[src/design/fca_pkg.sv]
// ----------------------------------------------------------------------------
// fca_pkg
// Shared types and constants of the frame co-add averaging block: register
// map, register reset values, fixed result field widths and the sideband
// record that travels with each result through the arithmetic pipelines.
// ----------------------------------------------------------------------------
package fca_pkg;

  // register map, word index taken from paddr[3:2]
  localparam logic [1:0] REG_FRAME_PIXELS   = 2'd0;
  localparam logic [1:0] REG_COADD_COUNT    = 2'd1;
  localparam logic [1:0] REG_AVERAGE_ENABLE = 2'd2;
  localparam logic [1:0] REG_RMS_ENABLE     = 2'd3;

  localparam int ADDR_W          = 4;
  localparam int DATA_W          = 32;
  localparam int FRAME_PIXELS_W  = 17;
  localparam int COADD_COUNT_W   = 11;
  localparam int INDEX_W         = 16;
  localparam int RESULT_W        = 24;

  // register reset values
  localparam logic [FRAME_PIXELS_W-1:0] FRAME_PIXELS_RST = 17'd65536;
  localparam logic [COADD_COUNT_W-1:0]  COADD_COUNT_RST  = 11'd100;

  // saturation limits of the Q8 results
  localparam logic [RESULT_W-1:0] AVG_POS_MAX = 24'h7FFFFF;
  localparam logic [RESULT_W-1:0] AVG_NEG_MIN = 24'h800000;
  localparam logic [RESULT_W-1:0] RMS_MAX     = 24'hFFFFFF;

  // sideband carried alongside a result word
  typedef struct packed {
    logic [INDEX_W-1:0] pixel_index;
    logic               last;
    logic               avg_en;
    logic               rms_en;
    logic               avg_neg;
  } meta_t;

endpackage

[src/design/fca_sqrt.sv]
// ----------------------------------------------------------------------------
// fca_sqrt
// Pipelined integer square root, digit by digit, one root bit per stage,
// RW stages. Carries the result sideband and the finished average along.
// ----------------------------------------------------------------------------
module fca_sqrt #(
  parameter int RW = 29
) (
  input  logic                          clk,
  input  logic                          rst,
  input  logic                          en,
  input  logic                          in_valid,
  input  fca_pkg::meta_t                in_meta,
  input  logic [fca_pkg::RESULT_W-1:0]  in_avg,
  input  logic [2*RW-1:0]               in_x,
  output logic                          out_valid,
  output fca_pkg::meta_t                out_meta,
  output logic [fca_pkg::RESULT_W-1:0]  out_avg,
  output logic [RW-1:0]                 out_root
);

  // one step: bring down two radicand bits, try root*4+1
  function automatic logic [RW+1+RW+2*RW-1:0] sq_step(input logic [RW:0]     rem,
                                                      input logic [RW-1:0]   root,
                                                      input logic [2*RW-1:0] x);
    logic [RW+2:0] t;
    logic [RW+2:0] trial;
    logic [RW+2:0] d;
    logic          ge;
    t     = {rem, x[2*RW-1:2*RW-2]};
    trial = {1'b0, root, 2'b01};
    d     = t - trial;
    ge    = (t >= trial);
    sq_step = {(ge ? d[RW:0] : t[RW:0]), root[RW-2:0], ge, x[2*RW-3:0], 2'b00};
  endfunction

  localparam int SW = RW + 1 + RW + 2 * RW;

  logic                          vld_r  [RW];
  fca_pkg::meta_t                meta_r [RW];
  logic [fca_pkg::RESULT_W-1:0]  avg_r  [RW];
  logic [RW:0]                   rem_r  [RW];
  logic [RW-1:0]                 root_r [RW];
  logic [2*RW-1:0]               x_r    [RW];

  logic                          vld_p  [RW];
  fca_pkg::meta_t                meta_p [RW];
  logic [fca_pkg::RESULT_W-1:0]  avg_p  [RW];
  logic [RW:0]                   rem_p  [RW];
  logic [RW-1:0]                 root_p [RW];
  logic [2*RW-1:0]               x_p    [RW];

  for (genvar i = 0; i < RW; i++) begin : g_stage
    logic [SW-1:0] nx;

    // stage input
    if (i == 0) begin : g_head
      assign vld_p[i]  = in_valid;
      assign meta_p[i] = in_meta;
      assign avg_p[i]  = in_avg;
      assign rem_p[i]  = '0;
      assign root_p[i] = '0;
      assign x_p[i]    = in_x;
    end else begin : g_body
      assign vld_p[i]  = vld_r[i-1];
      assign meta_p[i] = meta_r[i-1];
      assign avg_p[i]  = avg_r[i-1];
      assign rem_p[i]  = rem_r[i-1];
      assign root_p[i] = root_r[i-1];
      assign x_p[i]    = x_r[i-1];
    end

    assign nx = sq_step(rem_p[i], root_p[i], x_p[i]);

    // stage valid
    always_ff @(posedge clk) begin
      if (rst) begin
        vld_r[i] <= 1'b0;
      end else if (en) begin
        vld_r[i] <= vld_p[i];
      end
    end

    // stage payload
    always_ff @(posedge clk) begin
      if (en) begin
        meta_r[i] <= meta_p[i];
        avg_r[i]  <= avg_p[i];
        rem_r[i]  <= nx[SW-1:SW-RW-1];
        root_r[i] <= nx[3*RW-1:2*RW];
        x_r[i]    <= nx[2*RW-1:0];
      end
    end
  end

  assign out_valid = vld_r[RW-1];
  assign out_meta  = meta_r[RW-1];
  assign out_avg   = avg_r[RW-1];
  assign out_root  = root_r[RW-1];

endmodule

[config.mk]
export PLATFORM = sky130hd
export DESIGN_NAME = fca_sqrt
export DESIGN_NICKNAME = d
export VERILOG_FILES = /design/src/design/fca_pkg.sv /design/src/design/fca_sqrt.sv
export SDC_FILE = /design/constraint.sdc
export NUM_CORES = 2
export LEC_CHECK = 0
export BUFFER_PORTS_ARGS = -buffer_cell sky130_fd_sc_hd__buf_2
export CORE_ASPECT_RATIO = 1.1
export CORE_UTILIZATION = 57
export CTS_CLUSTER_DIAMETER = 100
export CTS_CLUSTER_SIZE = 12
export DETAILED_ROUTE_END_ITERATION = 6
export HOLD_SLACK_MARGIN = 0.03
export PLACE_DENSITY = 0.86
export RECOVER_POWER = 50
export SYNTH_ARGS = -nofsm -noshare
export SYNTH_HDL_FRONTEND = slang
export SYNTH_MEMORY_MAX_BITS = 65536
export SYNTH_SLANG_ARGS = --single-unit
[constraint.sdc]
create_clock -name clk -period 3.95 [get_ports clk]
set_clock_uncertainty 0.1 [all_clocks]
set_input_delay 0.5925 -clock clk [delete_from_list [all_inputs] [get_ports clk]]
set_output_delay 0.5925 -clock clk [all_outputs]
set_load 0.02 [all_outputs]
======== Yosys cells after proc, flatten, opt, wreduce, memory -nomap -nowiden ========
Memory sizes are Yosys's and may differ from the RTL's.
Cells that the tools add are included.
Widths: inputs -> output; s select.
cells by class
  bitwise operators ....................... 29
  magnitude comparators ................... 29
  muxes and demuxes ....................... 64
  add/subtract/negate cells ............... 29
operator list
  cell                 count
  $ge 32x31->1         28
  $mux 30              29
  $sub 30x30->30       28
  $mux 1               35
  $or 1x1->1           29
  $sub 2x1->3 const B  1
  $ge 2x1->1 const B   1
storage, ports and cells
  input bits .............................. 106
  word-level logic and storage cells ...... 157
  output and inout port bits .............. 74
  register bits after elaboration ......... 0
  bits in writable memories ............... 4,640
  memories kept ........................... 6
memories
  memory  words  width  rd ports  clocked after memory_dff  write ports  RTL line        RTL
  x_r     29     56     28        0                         29           fca_sqrt.sv:44  logic [2*RW-1:0] x_r [RW];
  rem_r   29     30     28        0                         29           fca_sqrt.sv:42  logic [RW:0] rem_r [RW];
  root_r  29     29     29        0                         29           fca_sqrt.sv:43  logic [RW-1:0] root_r [RW];
  avg_r   29     24     29        0                         29           fca_sqrt.sv:41  logic [fca_pkg::RESULT_W-1:0] avg_r [RW];
  meta_r  29     20     29        0                         29           fca_sqrt.sv:40  fca_pkg::meta_t meta_r [RW];
  vld_r   29     1      29        0                         29           fca_sqrt.sv:39  logic vld_r [RW];

======== Longest topological paths before layout ========
  depth in word-level cells ............... 4
  mapped depth ............................ 14
  depth with buffers taken out ............ 12

======== Worst setup path before layout ========
Ideal clock, no wire load.
  kind .................................... reg-to-reg
  from .................................... memory rem_r[0][198] (netlist bit)
  to ...................................... memory rem_r[0][239] (netlist bit) (data pin)
  clock period less this slack ............ 3,780 ps
  arrival time ............................ 3,409 ps
  buffers on the path ..................... 2
  required time ........................... 3,579 ps
  setup time .............................. 271 ps
  stages on the path, launching flop included .. 12
  slack ................................... 170 ps
  path through ............................ edfxtp_1 -> or4_4 -> or4_4 -> or3_4 -> or4_4 -> nor2_1 -> or4b_1 -> buf_6 -> nand4bb_2 -> buf_6 -> nor4_1 -> xor2_1
RTL lines
  item                RTL line
  start: declaration  fca_sqrt.sv:42

==> metrics.md <==
| Metric | Value |
|---|---|
| Skew-Pair Late Insertion Delay | `0.89 ns` |
| Net Count, Synth | `9195` |
| Pwr dens | `563 nW/um2` |
| Top cell type by total area after synthesis | `edfxtp_1` |
| Max VDD drop | `424 uV` |
| DR DRC count | `14` |
| CTS tree | `done` |
| Vias in the first global route | `70400` |
| Startpoint types | `flop` |
| Mapped Cells | `8623` |
| Via density | `5.67` |
| Mapped Area | `134000 um2` |
| Leak pwr | `55.1 nW` |
| Net count, final | `9825` |
| Die area | `237000 um2` |
| Port bufs | `179` |
| Grt ovf | `0` |
| Initial Util | `0.574` |
| Slack of the critical path | `0.103 ns` |
| Maximum clock frequency | `260 MHz` |
| Worst slew pin tran | `2.46 ns` |
| Clock Root Buffer | `clkbuf_16` |
| TritonCTS sink count | `3350` |
| WP data required | `4.44 ns` |
| Worst Setup End Kind | `flop` |
| Cell Area, Placed | `140000 um2` |
| Final Core Density | `0.639` |
| Number of max-cap violations | `2` |
| Finished Layout Cells | `12400` |
| Drt wl/cell | `18.5 um` |
| Post-synth EDFFs | `3350` |
| Placer congestion estimate | `1.01` |
| Unrepaired setup endpoints after global routing | `true` |
| Number of H-tree levels | `5` |
| Critical path type | `reg2reg` |
| Top cells by area, synth | `edfxtp_1 75%, ha_1 4.3%, xnor2_1 2.3%` |
| Top FF cell, synth | `edfxtp_1` |
| DP HPWL | `150000 um` |
| Area Overhead vs Synth | `11.3%` |
| Setup slack at placement | `0.119 ns` |
| FF/Latch Area | `101000 um2` |
| Die H | `511 um` |
| Setup TNS | `0 ns` |
| CTS max path bufs | `4` |
| Die width | `465 um` |
| Row count | `186` |
| Worst hold path type | `reg2reg` |
| Final Hold Fails | `0` |
| Placed insts | `11900` |
| Routed wire length | `229000 um` |
| Syn Area/Cell | `15.6 um2` |
| Synth warn | `0` |
| Fraction of layout cells with a size suffix above 1 | `0.0851` |
| Final instance area | `149000 um2` |
| Worst-path clk slew | `0.06 ns` |
| Core area | `234000 um2` |
| Fill cell count | `16100` |
| Post-DRT Antenna Nets | `0` |
| Fin. max-slew vios | `175` |
| Async SR Flop Fraction | `0` |
| Global-route wire length before repair | `363000 um` |
| Setup violators final | `0` |
| Vias | `70200` |
| Final period utilization | `0.974` |
| Yosys reg bits | `3350` |
| Number of buffers created by CTS | `321` |
| GR Util All Layers | `0.190` |
| Initial DRC count | `6027` |
| Max-Slew Margin vs Limit | `-0.642` |
| IO Count | `180` |
| Synth top area share | `0.749` |
| Distinct cells, synth | `86` |
| Sequential area share after synthesis | `0.749` |
| Outcome | `complete, but fails checks` |
| Multi-input logic area | `31000 um2` |
| CP max FO | `17` |
| Post-layout min period | `3.85 ns` |
| Largest net degree at the start of global routing | `165` |
| Failing checks | `DRC, capacitance limit, slew limit` |
| Crit path arrival time | `4.33 ns` |
| Initial antenna violation count | `8` |
| Drt pass-1 iters | `7` |
[synthesized netlist by cell type (all sizes together), types with 95 or more instances]
| cell type | number |
|---|---|
| nand2 | 465 |
| edfxtp | 3350 |
| inv | 584 |
| nor2 | 460 |
| clkbuf | 112 |
| nand3 | 139 |
| ha | 466 |
| nor3 | 182 |
| xnor2 | 346 |
| nor4 | 95 |
| xor2 | 308 |
| a21o | 160 |
| o21ai | 355 |
| o21a | 97 |
| a21oi | 494 |
[timing repair]
item,4_1_cts,5_1_grt
endpoints found under the setup margin,0,18
setup buffers,0,0
hold buffers,104,0
gates resized for setup,0,6
endpoints found under the hold margin,104,0
[registers in the layout, indices dropped and copies added (netlist names)]
name	cells
avg_r	696
meta_r	580
rem_r	798
root_r	435
vld_r	29
x_r	812
[cells by family after synthesis]
logic type,synth area share
fa+ha+maj,0.0434
other cells,0.0000279
mux,0.00749
buf+inv,0.0200
compound gates,0.0665
xor+xnor,0.0427
simple gates,0.0706
flops,0.749
[path summary, 6_finish.rpt]
path	startpoint	to	slack, ns	cells past startpoint
setup / recovery	rem_r[0][198]	rem_r[0][218]	0.10	8
hold / removal	avg_r[1][115]	avg_r[1][139]	0.25	0
setup reg to reg	rem_r[0][198]	rem_r[0][218]	0.10	8
hold reg to reg	avg_r[1][115]	avg_r[1][139]	0.25	0
[routing by layer]
| layer | track usage | routed length [um] |
|---|---|---|
| met1 | 0.227 | 90000 |
| met5 | 0 | 31 |
| met3 | 0.0318 | 11300 |
| met4 | 0.0741 | 8700 |
| met2 | 0.341 | 119000 |
[report_power, final]
group	internal (mW)	switching, mW
combinational	5.20	7.12
sequential	43.5	1.89
clock	14.5	11.8
[placed cells by master, fill, tap and decap left out, types with 32 or more instances in the layout]
cell type	instances
a211oi_1	32
a21o_1	160
a21oi_1	492
and3_1	43
buf_2	162
buf_4	92
clkbuf_1	34
clkbuf_16	325
dlygate4sd3_1	104
edfxtp_1	3350
ha_1	466
inv_1	581
mux2_2	76
nand2_1	465
nand2b_1	87
nand3_1	138
nand4_1	70
nor2_1	459
nor2b_1	69
nor3_1	180
nor4_1	93
o21a_1	97
o21ai_0	351
o21bai_1	36
o31ai_1	41
or3_1	66
or4_1	57
xnor2_1	346
xor2_1	308
[worst max-delay path, stage by stage (launching register included)]
cell	delay, ns
edfxtp_1	0.42
or4_4	0.58
or4_4	0.46
or3_4	0.35
or4_4	0.55
nor2_1	0.14
or4b_4	0.49
buf_4	0.22
mux2_2	0.29
[cell type report]
| type | instances | share of cell area |
|---|---|---|
| inverter | 584 | 0.0147 |
| antenna | 2 | 0.0000335 |
| clock inverter | 18 | 0.00148 |
| multi-input combinational | 4561 | 0.208 |
| timing repair buffer | 435 | 0.0224 |
| clock buffer | 325 | 0.0544 |
| sequential | 3350 | 0.673 |
| tap | 3102 | 0.0260 |
[per-stage QoR]
step | power (mW) | hold WS, ns
after floorplan | 54.1 | 0.300
after detailed placement | 58.1 | 0.305
after global placement | 57.5 | 0.300
after CTS | 84.8 | 0.0817
final | 84.1 | 0.252
after global routing | 87.7 | 0.259
Power figures use the tool's default switching activity.
